### config.mk
export PLATFORM = sky130hd
export DESIGN_NAME = hex_dump_formatter_top
export DESIGN_NICKNAME = d
export VERILOG_FILES = /design/src/rtl/hdf_pkg.sv /design/src/rtl/hdf_seq.sv /design/src/rtl/hex_dump_formatter_top.sv
export SDC_FILE = /design/constraint.sdc
export NUM_CORES = 1
export LEC_CHECK = 0
export BUFFER_PORTS_ARGS = -buffer_cell sky130_fd_sc_hd__buf_2
export CAP_MARGIN = 20
export CORE_MARGIN = 2
export CORE_UTILIZATION = 56
export DETAILED_ROUTE_END_ITERATION = 8
export GPL_TIMING_DRIVEN = 0
export PLACE_DENSITY = 0.74
export SLEW_MARGIN = 15
export SYNTH_ARGS = -nofsm -noshare
export SYNTH_HDL_FRONTEND = slang
export SYNTH_SLANG_ARGS = --single-unit
### constraint.sdc
create_clock -name clk -period 3.19 [get_ports clk]
set_input_delay 0.1595 -clock clk [delete_from_list [all_inputs] [get_ports clk]]
set_output_delay 0.1595 -clock clk [all_outputs]
set_load 0.005 [all_outputs]
### src/rtl/hdf_pkg.sv
// Shared types, character constants and lookup functions for the hex dump formatter.
`default_nettype none

package hdf_pkg;

  // Byte that ends the stream like an end request does
  localparam logic [7:0] END_BYTE   = 8'h04;
  // Printable range for the text column
  localparam logic [7:0] PRINT_LOW  = 8'h20;
  localparam logic [7:0] PRINT_HIGH = 8'h7E;

  localparam logic [7:0] CH_SPACE = 8'h20;
  localparam logic [7:0] CH_DOT   = 8'h2E;
  localparam logic [7:0] CH_COLON = 8'h3A;
  localparam logic [7:0] CH_CR    = 8'h0D;
  localparam logic [7:0] CH_LF    = 8'h0A;
  localparam logic [7:0] CH_ZERO  = 8'h30;
  // 'a' minus ten, so that digit 10 maps to 'a'
  localparam logic [7:0] CH_HEX_A = 8'h57;

  // One character of dump text on its way to the output register
  typedef struct packed {
    logic [7:0] chr;
    logic       last;
  } hdf_char_t;

  // Lowercase hex digit of one nibble
  function automatic logic [7:0] hex_char(input logic [3:0] nib);
    logic [7:0] wide;
    wide = {4'd0, nib};
    if (nib < 4'd10) begin
      return CH_ZERO + wide;
    end else begin
      return CH_HEX_A + wide;
    end
  endfunction

  // Text column character: the byte itself if printable, else a dot
  function automatic logic [7:0] text_char(input logic [7:0] b);
    if (b < PRINT_LOW || b > PRINT_HIGH) begin
      return CH_DOT;
    end else begin
      return b;
    end
  endfunction

endpackage

`default_nettype wire

### src/rtl/hdf_seq.sv
// Character sequencer: line buffer, address shifter and the per-character state machine.
`default_nettype none

module hdf_seq #(
  parameter int LINE_WIDTH = 16
) (
  input  wire logic              clk,
  input  wire logic              rst_n,
  // input request
  input  wire logic              in_valid,
  output logic                   in_ready,
  input  wire logic [7:0]        in_byte,
  input  wire logic              in_end,
  // character request toward the output register
  output logic                   ch_valid,
  input  wire logic              ch_ready,
  output hdf_pkg::hdf_char_t     ch
);
  import hdf_pkg::*;

  localparam int CW = $clog2(LINE_WIDTH);
  localparam int IW = CW + 1;
  localparam int MD = 1 << CW;
  localparam logic [CW-1:0] COL_LAST = CW'(LINE_WIDTH - 1);
  localparam logic [IW-1:0] IDX_FULL = IW'(LINE_WIDTH);

  localparam logic [3:0] S_IDLE  = 4'd0;
  localparam logic [3:0] S_ADDR  = 4'd1;
  localparam logic [3:0] S_COLON = 4'd2;
  localparam logic [3:0] S_GSP   = 4'd3;
  localparam logic [3:0] S_HI    = 4'd4;
  localparam logic [3:0] S_LO    = 4'd5;
  localparam logic [3:0] S_PAD   = 4'd6;
  localparam logic [3:0] S_TSP1  = 4'd7;
  localparam logic [3:0] S_TSP2  = 4'd8;
  localparam logic [3:0] S_TCHR  = 4'd9;
  localparam logic [3:0] S_TCR   = 4'd10;
  localparam logic [3:0] S_TLF   = 4'd11;

  logic [3:0]    state_r, state_nxt;
  logic [31:0]   pos_r, pos_nxt;
  logic [CW-1:0] col_r, col_nxt;
  logic [31:0]   addr_r, addr_nxt;
  logic [2:0]    dig_r, dig_nxt;
  logic [7:0]    byte_r, byte_nxt;
  logic          full_r, full_nxt;
  logic [IW-1:0] idx_r, idx_nxt;
  logic [IW-1:0] cnt_r, cnt_nxt;
  logic [1:0]    ps_r, ps_nxt;

  logic [7:0]    line_mem [MD];
  logic [7:0]    rd_data_r;
  logic          mem_we;
  logic          go;
  logic          is_end;
  logic [IW-1:0] idx_inc;
  logic [3:0]    nib;

  assign in_ready = (state_r == S_IDLE);
  assign ch_valid = (state_r != S_IDLE);
  assign go       = ch_valid && ch_ready;
  assign is_end   = in_end || (in_byte == END_BYTE);
  assign mem_we   = in_valid && in_ready && !is_end;
  assign idx_inc  = idx_r + IW'(1);

  // Shared nibble select feeding the hex digit lookups
  always_comb begin
    unique case (state_r)
      S_ADDR:  nib = addr_r[31:28];
      S_HI:    nib = byte_r[7:4];
      default: nib = byte_r[3:0];
    endcase
  end

  // Character for the current state
  always_comb begin
    ch.last = 1'b0;
    unique case (state_r)
      S_ADDR, S_HI: ch.chr = hex_char(nib);
      S_LO: begin
        ch.chr  = hex_char(nib);
        ch.last = !full_r;
      end
      S_COLON: ch.chr = CH_COLON;
      S_TCHR:  ch.chr = text_char(rd_data_r);
      S_TCR:   ch.chr = CH_CR;
      S_TLF: begin
        ch.chr  = CH_LF;
        ch.last = 1'b1;
      end
      default: ch.chr = CH_SPACE;
    endcase
  end

  // Sequencer next state
  always_comb begin
    state_nxt = state_r;
    pos_nxt   = pos_r;
    col_nxt   = col_r;
    addr_nxt  = addr_r;
    dig_nxt   = dig_r;
    byte_nxt  = byte_r;
    full_nxt  = full_r;
    idx_nxt   = idx_r;
    cnt_nxt   = cnt_r;
    ps_nxt    = ps_r;
    unique case (state_r)
      S_IDLE: begin
        if (in_valid) begin
          if (is_end) begin
            pos_nxt = '0;
            col_nxt = '0;
            if (col_r != '0) begin
              cnt_nxt   = {1'b0, col_r};
              idx_nxt   = {1'b0, col_r};
              ps_nxt    = col_r[0] ? 2'd1 : 2'd0;
              state_nxt = S_PAD;
            end
          end else begin
            byte_nxt = in_byte;
            full_nxt = (col_r == COL_LAST);
            addr_nxt = pos_r;
            pos_nxt  = pos_r + 32'd1;
            col_nxt  = (col_r == COL_LAST) ? '0 : col_r + CW'(1);
            cnt_nxt  = IDX_FULL;
            idx_nxt  = '0;
            dig_nxt  = '0;
            if (col_r == '0) begin
              state_nxt = S_ADDR;
            end else if (!col_r[0]) begin
              state_nxt = S_GSP;
            end else begin
              state_nxt = S_HI;
            end
          end
        end
      end
      S_ADDR: begin
        if (go) begin
          addr_nxt = {addr_r[27:0], 4'd0};
          dig_nxt  = dig_r + 3'd1;
          if (dig_r == 3'd7) begin
            state_nxt = S_COLON;
          end
        end
      end
      S_COLON: if (go) state_nxt = S_GSP;
      S_GSP:   if (go) state_nxt = S_HI;
      S_HI:    if (go) state_nxt = S_LO;
      S_LO: begin
        if (go) begin
          state_nxt = full_r ? S_TSP1 : S_IDLE;
        end
      end
      S_PAD: begin
        // three spaces per missing even column, two per odd one
        if (go) begin
          if (ps_r == 2'd2) begin
            if (idx_inc == IDX_FULL) begin
              idx_nxt   = '0;
              state_nxt = S_TSP1;
            end else begin
              idx_nxt = idx_inc;
              ps_nxt  = idx_inc[0] ? 2'd1 : 2'd0;
            end
          end else begin
            ps_nxt = ps_r + 2'd1;
          end
        end
      end
      S_TSP1: if (go) state_nxt = S_TSP2;
      S_TSP2: if (go) state_nxt = S_TCHR;
      S_TCHR: begin
        if (go) begin
          if (idx_inc == cnt_r) begin
            state_nxt = S_TCR;
          end else begin
            idx_nxt = idx_inc;
          end
        end
      end
      S_TCR: if (go) state_nxt = S_TLF;
      S_TLF: if (go) state_nxt = S_IDLE;
      default: state_nxt = S_IDLE;
    endcase
  end

  // Control registers
  always_ff @(posedge clk) begin
    if (!rst_n) begin
      state_r <= S_IDLE;
      pos_r   <= '0;
      col_r   <= '0;
      dig_r   <= '0;
      idx_r   <= '0;
      cnt_r   <= '0;
      ps_r    <= '0;
      full_r  <= 1'b0;
    end else begin
      state_r <= state_nxt;
      pos_r   <= pos_nxt;
      col_r   <= col_nxt;
      dig_r   <= dig_nxt;
      idx_r   <= idx_nxt;
      cnt_r   <= cnt_nxt;
      ps_r    <= ps_nxt;
      full_r  <= full_nxt;
    end
  end

  // Payload registers
  always_ff @(posedge clk) begin
    addr_r <= addr_nxt;
    byte_r <= byte_nxt;
  end

  // Line buffer; read address follows the next index so data lines up with idx_r
  always_ff @(posedge clk) begin
    if (mem_we) begin
      line_mem[col_r] <= in_byte;
    end
    rd_data_r <= line_mem[idx_nxt[CW-1:0]];
  end

  a_ready_idle: assert property (@(posedge clk) disable iff (!rst_n)
    in_ready |-> !ch_valid)
    else $error("input accepted while characters pending");

  a_col_range: assert property (@(posedge clk) disable iff (!rst_n)
    col_r <= COL_LAST)
    else $error("column out of range");

  a_ch_hold: assert property (@(posedge clk) disable iff (!rst_n)
    ch_valid && !ch_ready |=> ch_valid && $stable(ch))
    else $error("character changed while stalled");

  a_pad_bound: assert property (@(posedge clk) disable iff (!rst_n)
    state_r == S_PAD |-> idx_r < IDX_FULL && cnt_r != '0)
    else $error("pad index out of range");

endmodule

`default_nettype wire

### src/rtl/hex_dump_formatter_top.sv
// Top level of the hex dump formatter: sequencer plus the output register stage.
//
//  channel  dir  data                               flags
//  in_      in   in_tdata[7:0] = data_byte          in_tuser = end_of_stream
//  out_     out  out_tdata[7:0] = out_char          out_tlast = last
//
// Each input item, taken while idle, emits a group space before even columns and
// two hex digits for a plain byte, 9 more characters (address, colon) at a line start
// and LINE_WIDTH+4 more (two spaces, text, CR LF) at a line end; an end request pads a
// partial line and adds its text. The sequencer emits one character a cycle, unless
// stalled, through a single output register. in_tready is high only while it is idle.
// A stalled out_tready freezes the sequencer. Synchronous active-low reset zeroes the
// address; the line buffer is not cleared.
`default_nettype none

module hex_dump_formatter_top #(
  parameter int LINE_WIDTH = 16
) (
  input  wire logic       clk,
  input  wire logic       rst_n,
  input  wire logic       in_tvalid,
  output logic            in_tready,
  input  wire logic [7:0] in_tdata,   // [7:0] data_byte
  input  wire logic       in_tuser,   // [0] end_of_stream
  output logic            out_tvalid,
  input  wire logic       out_tready,
  output logic [7:0]      out_tdata,  // [7:0] out_char
  output logic            out_tlast
);
  import hdf_pkg::*;

  logic      ch_valid;
  logic      ch_ready;
  hdf_char_t ch;
  logic      out_valid_r;
  hdf_char_t out_r;

  hdf_seq #(
    .LINE_WIDTH(LINE_WIDTH)
  ) u_seq (
    .clk      (clk),
    .rst_n    (rst_n),
    .in_valid (in_tvalid),
    .in_ready (in_tready),
    .in_byte  (in_tdata),
    .in_end   (in_tuser),
    .ch_valid (ch_valid),
    .ch_ready (ch_ready),
    .ch       (ch)
  );

  // Output register loads whenever empty or being drained
  assign ch_ready = !out_valid_r || out_tready;

  always_ff @(posedge clk) begin
    if (!rst_n) begin
      out_valid_r <= 1'b0;
    end else if (ch_ready) begin
      out_valid_r <= ch_valid;
    end
  end

  always_ff @(posedge clk) begin
    if (ch_ready) begin
      out_r <= ch;
    end
  end

  assign out_tvalid = out_valid_r;
  assign out_tdata  = out_r.chr;
  assign out_tlast  = out_r.last;

endmodule

`default_nettype wire

==> results.rst <==
.. list-table::
   :header-rows: 1

   * - Metric
     - Value
   * - CTS Buf Count
     - 25
   * - Number of core rows
     - 50
   * - Class of the most critical hold timing path
     - input pin to flip-flop
   * - Sort of element at the end of the critical path
     - flip-flop
   * - Clock sinks
     - 242
   * - Number of vias in the routed layout
     - 7693
   * - Maximum capacitance violations
     - 0
   * - Largest fanout of any net on the critical path
     - 8
   * - Vertical extent of the die
     - 142.9 um
   * - Antenna violations before repair
     - 0
   * - Failing checks
     - negative setup slack
   * - Flop and latch count out of synthesis
     - 242
   * - Via count of the first global-routing pass
     - 7193
   * - Synthesized netlist cell count
     - 891
   * - First-pass GRT wire length
     - 39.25 mm
   * - Proportion of synthesized chip area in sequential cells
     - 61.20%
   * - Per-cell via count in the routed design
     - 6.194
   * - Data required time at the worst endpoint
     - 3670 ps
   * - Net switching fraction of the power
     - 32.87%
   * - Cell internal pwr
     - 6.512 mW
   * - Netlist cell types
     - 71
   * - Setup violation total in the final timing report
     - 6
   * - Final global-route overflow total
     - 0
   * - Slew margin rel.
     - 36.61%
   * - Max H-tree Level
     - 1
   * - PwrDens
     - 756.0 mW/mm^2
   * - Share of the synthesized area in the top cell type
     - 49.17%
   * - Worst VDD drop
     - 0.0005201 V
   * - Skew final
     - 21.57 ps
   * - Global-route usage over all layers
     - 25.18%
   * - Total I/O pin count
     - 24
   * - Share of the cycle needed by the critical path after routing
     - 104.4%
   * - Final Worst Setup Slack
     - -141.1 ps
   * - Layout cell share with drive strength beyond 1
     - 22.30%
   * - Net total in the final layout
     - 985
   * - Synthesized area
     - 0.01081 mm^2
   * - Biggest area contributors in the synthesized netlist
     - sky130_fd_sc_hd__edfxtp_1 (49%), sky130_fd_sc_hd__dfxtp_1 (12%), sky130_fd_sc_hd__mux2_2 (3.6%)
   * - Drt total wl
     - 26.85 mm
   * - Lkg Pwr
     - 4.496 nW
   * - Buffer depth of the longest clock path
     - 3
   * - 1st-pass router iterations
     - 6
   * - Initial core utilization
     - 57.41%
   * - Kind of start point of the critical path
     - flip-flop
   * - Transition time at the pin with the least slew margin
     - 947.4 ps
   * - Async set-reset flop share out of synthesis
     - 0%
   * - Fin. max-slew vios
     - 0
   * - Die width
     - 142.9 um
   * - Final hold viol count
     - 0
   * - Antenna diode count
     - 0
   * - Relative area change from synthesis to final layout
     - 18.69%
   * - Remaining design rule violation count
     - 0
   * - Largest area contributor in the netlist
     - sky130_fd_sc_hd__edfxtp_1
   * - Largest net degree at the start of global routing
     - 35
   * - Maximum clock frequency
     - 0.3002 GHz
   * - Most frequently used flop master after synthesis
     - sky130_fd_sc_hd__edfxtp_1
   * - Worst endpoint data arrival time
     - 3810 ps
   * - Synth Net Count
     - 913
   * - Post-route minimum period
     - 3331 ps
   * - Total of fill cells in the finished design
     - 1316
   * - Final cell count without fillers
     - 1242
   * - Detail Route Antenna Nets
     - 0
   * - Number of instances in the placed design
     - 1174
   * - Avg Inst Size Synth
     - 12.13 um^2
   * - Run status
     - finished, violations left
   * - WHS
     - 46.25 ps
   * - Core area
     - 0.01883 mm^2
   * - Routed WL per cell
     - 21.62 um
   * - TritonCTS clock tree
     - built
   * - Ys Warns
     - 0
   * - Count of port buffers added during placement
     - 23
   * - Initial detailed-routing violation count
     - 934
   * - Full die area
     - 0.02043 mm^2
   * - Type of the worst setup path
     - flip-flop to flip-flop
   * - Clock transition at the registers of the reported paths
     - 60 ps
   * - Net switching power
     - 3.189 mW
   * - Unrepaired setup endpoints after global routing
     - true
   * - Placed wire-length estimate after detailed placement
     - 16.93 mm
   * - Sequential fraction of design power
     - 39.9%
   * - Placer congestion estimate
     - 0.9483
   * - Total power
     - 9.701 mW
   * - Share of total power in combinational logic
     - 31.5%
   * - Source-to-sink clock delay at the later pin of the worst-skew pair
     - 540 ps
   * - Number of enable flip-flop cells after synthesis
     - 177
   * - Power share of the clock group
     - 28.6%
   * - Root Driver
     - sky130_fd_sc_hd__clkbuf_16
## synth_stat cells, types with 7 or more instances
cell type                  instances
sky130_fd_sc_hd__a21boi_0         13
sky130_fd_sc_hd__a21oi_1          27
sky130_fd_sc_hd__a221oi_1         32
sky130_fd_sc_hd__a22oi_1          16
sky130_fd_sc_hd__a31oi_1           9
sky130_fd_sc_hd__and2_1           40
sky130_fd_sc_hd__buf_2            12
sky130_fd_sc_hd__clkbuf_1         30
sky130_fd_sc_hd__dfxtp_1          65
sky130_fd_sc_hd__edfxtp_1        177
sky130_fd_sc_hd__ha_1              9
sky130_fd_sc_hd__inv_1            15
sky130_fd_sc_hd__mux2_2           35
sky130_fd_sc_hd__mux2i_1          29
sky130_fd_sc_hd__nand2_1          65
sky130_fd_sc_hd__nand2b_1          7
sky130_fd_sc_hd__nand3_1          26
sky130_fd_sc_hd__nand4_1          13
sky130_fd_sc_hd__nor2_1           66
sky130_fd_sc_hd__nor2b_1          28
sky130_fd_sc_hd__nor3_1           19
sky130_fd_sc_hd__nor4_1           10
sky130_fd_sc_hd__o2111a_1          9
sky130_fd_sc_hd__o21ai_0          30
sky130_fd_sc_hd__xnor2_1          11
sky130_fd_sc_hd__xor2_1           16
## repair_timing
item	4_1_cts	5_1_grt
pin swaps	10	24
hold buffers	0	0
hold endpoints to repair	0	0
buffers inserted	7	19
endpoints found under the setup margin	96	130
resized for setup	56	66
## sequential cells by signal, summed over array words and instances, names as in the netlist
signal	flops
u_seq.col_r	4
u_seq.state_r	4
out_tvalid	1
u_seq.line_mem	128
u_seq.byte_r	8
out_tlast	1
u_seq.rd_data_r	8
u_seq.full_r	1
u_seq.dig_r	3
u_seq.cnt_r	5
u_seq.ps_r	2
u_seq.addr_r	32
out_tdata	8
u_seq.pos_r	32
u_seq.idx_r	5
## worst max-delay path: stages (launching register included)
cell	delay (ps)
sky130_fd_sc_hd__dfxtp_4	360
sky130_fd_sc_hd__ha_4	180
sky130_fd_sc_hd__nor3b_1	130
sky130_fd_sc_hd__o21a_1	200
sky130_fd_sc_hd__o311a_4	390
sky130_fd_sc_hd__a211o_4	370
sky130_fd_sc_hd__a222oi_1	300
sky130_fd_sc_hd__buf_4	230
sky130_fd_sc_hd__buf_6	100
sky130_fd_sc_hd__or3_4	220
sky130_fd_sc_hd__a221oi_2	80
sky130_fd_sc_hd__nor4_4	440
sky130_fd_sc_hd__o2111a_1	260
## cell families (layout without fill, tap and decap cells)
| family | count (synthesis) | after routing | share of synthesized area [%] |
|---|---|---|---|
| other cells | 1 | 1 | 0.03469 |
| buf+inv | 64 | 155 | 2.535 |
| mux | 64 | 64 | 6.331 |
| simple gates | 304 | 304 | 14.43 |
| compound gates | 180 | 180 | 12.23 |
| flops | 242 | 242 | 61.20 |
| xor+xnor | 27 | 27 | 2.187 |
| fa+ha+maj | 9 | 9 | 1.042 |
## layout make-up
cell class | instances | area, um^2 | area share [%]
Tap cell | 260 | 325.3 | 2.535
Clock buffer | 43 | 723.2 | 5.636
Multi-Input combinational cell | 585 | 4434 | 34.56
Clock inverter | 3 | 55.05 | 0.4291
Timing Repair Buffer | 49 | 351.6 | 2.740
Buffer | 43 | 247.7 | 1.931
Sequential cell | 242 | 6623 | 51.61
Inverter | 17 | 71.32 | 0.5558
## layout by cell type, fill, tap and decap left out, types with 6 or more instances in the layout
cell type	Yosys	routed
sky130_fd_sc_hd__nor2_4	0	6
sky130_fd_sc_hd__xnor2_1	11	10
sky130_fd_sc_hd__nand3_1	26	23
sky130_fd_sc_hd__a221oi_2	1	21
sky130_fd_sc_hd__nor2b_1	28	27
sky130_fd_sc_hd__a21boi_0	13	13
sky130_fd_sc_hd__clkbuf_16	0	25
sky130_fd_sc_hd__mux2_2	35	35
sky130_fd_sc_hd__inv_1	15	13
sky130_fd_sc_hd__buf_2	12	29
sky130_fd_sc_hd__ha_1	9	8
sky130_fd_sc_hd__a221oi_1	32	7
sky130_fd_sc_hd__a22oi_1	16	16
sky130_fd_sc_hd__nand2_1	65	63
sky130_fd_sc_hd__o21ai_0	30	29
sky130_fd_sc_hd__xor2_1	16	16
sky130_fd_sc_hd__nor2_2	0	6
sky130_fd_sc_hd__nor2_1	66	54
sky130_fd_sc_hd__a31oi_1	9	9
sky130_fd_sc_hd__a21oi_1	27	25
sky130_fd_sc_hd__dfxtp_1	65	62
sky130_fd_sc_hd__nand2b_1	7	7
sky130_fd_sc_hd__nand4_1	13	13
sky130_fd_sc_hd__nor3_1	19	14
sky130_fd_sc_hd__clkbuf_1	30	40
sky130_fd_sc_hd__buf_4	3	25
sky130_fd_sc_hd__o2111a_1	9	8
sky130_fd_sc_hd__mux2i_1	29	29
sky130_fd_sc_hd__edfxtp_1	177	177
sky130_fd_sc_hd__and2_1	40	39
## metal layers
| metal | vias up | wire, um | track usage (%) |
|---|---|---|---|
| met4 | 0 | 655 | 7.973 |
| met2 | 365 | 12490 | 38.81 |
| met1 | 3750 | 11590 | 36.67 |
| met5 | - | 0 | 0 |
| li1 | 3529 | - | - |
| met3 | 49 | 2116 | 4.359 |
## power by group through the flow
stage	clock network (mW)	logic, mW	registers, mW
finish	2.78	3.06	3.87
floorplan	0	1.66	3.88
global route	2.93	3.26	3.90
detailed placement	0	2.39	3.92
global placement	0	2.36	3.92
CTS	2.80	2.62	3.86
## path summary, 6_finish.rpt
| check | from | end | slack (ps) | cells after the start |
|---|---|---|---|---|
| worst max-delay path | u_seq.idx_r[1] | u_seq.rd_data_r[3] | -140 | 12 |
| worst max register to register | u_seq.idx_r[1] | u_seq.rd_data_r[3] | -140 | 12 |
| worst min-delay path | in_tdata[1] | u_seq.line_mem[6][1] | 50 | 1 |
| worst min register to register | u_seq.dig_r[2] | u_seq.dig_r[2] | 480 | 2 |
## through the flow
step	setup slack [ps]	area, um^2	utilization, %	TNS, ps
floorplan	64.88	10810	-	0
global placement	-1048	11250	59.75	-98180
detailed placement	-1107	11250	59.75	-85510
CTS	0.3586	12290	65.28	0
global route	-281.1	12830	68.14	-6987
finish	-141.1	12830	68.14	-479.6
No activity file was read; power rests on OpenSTA's default activity.
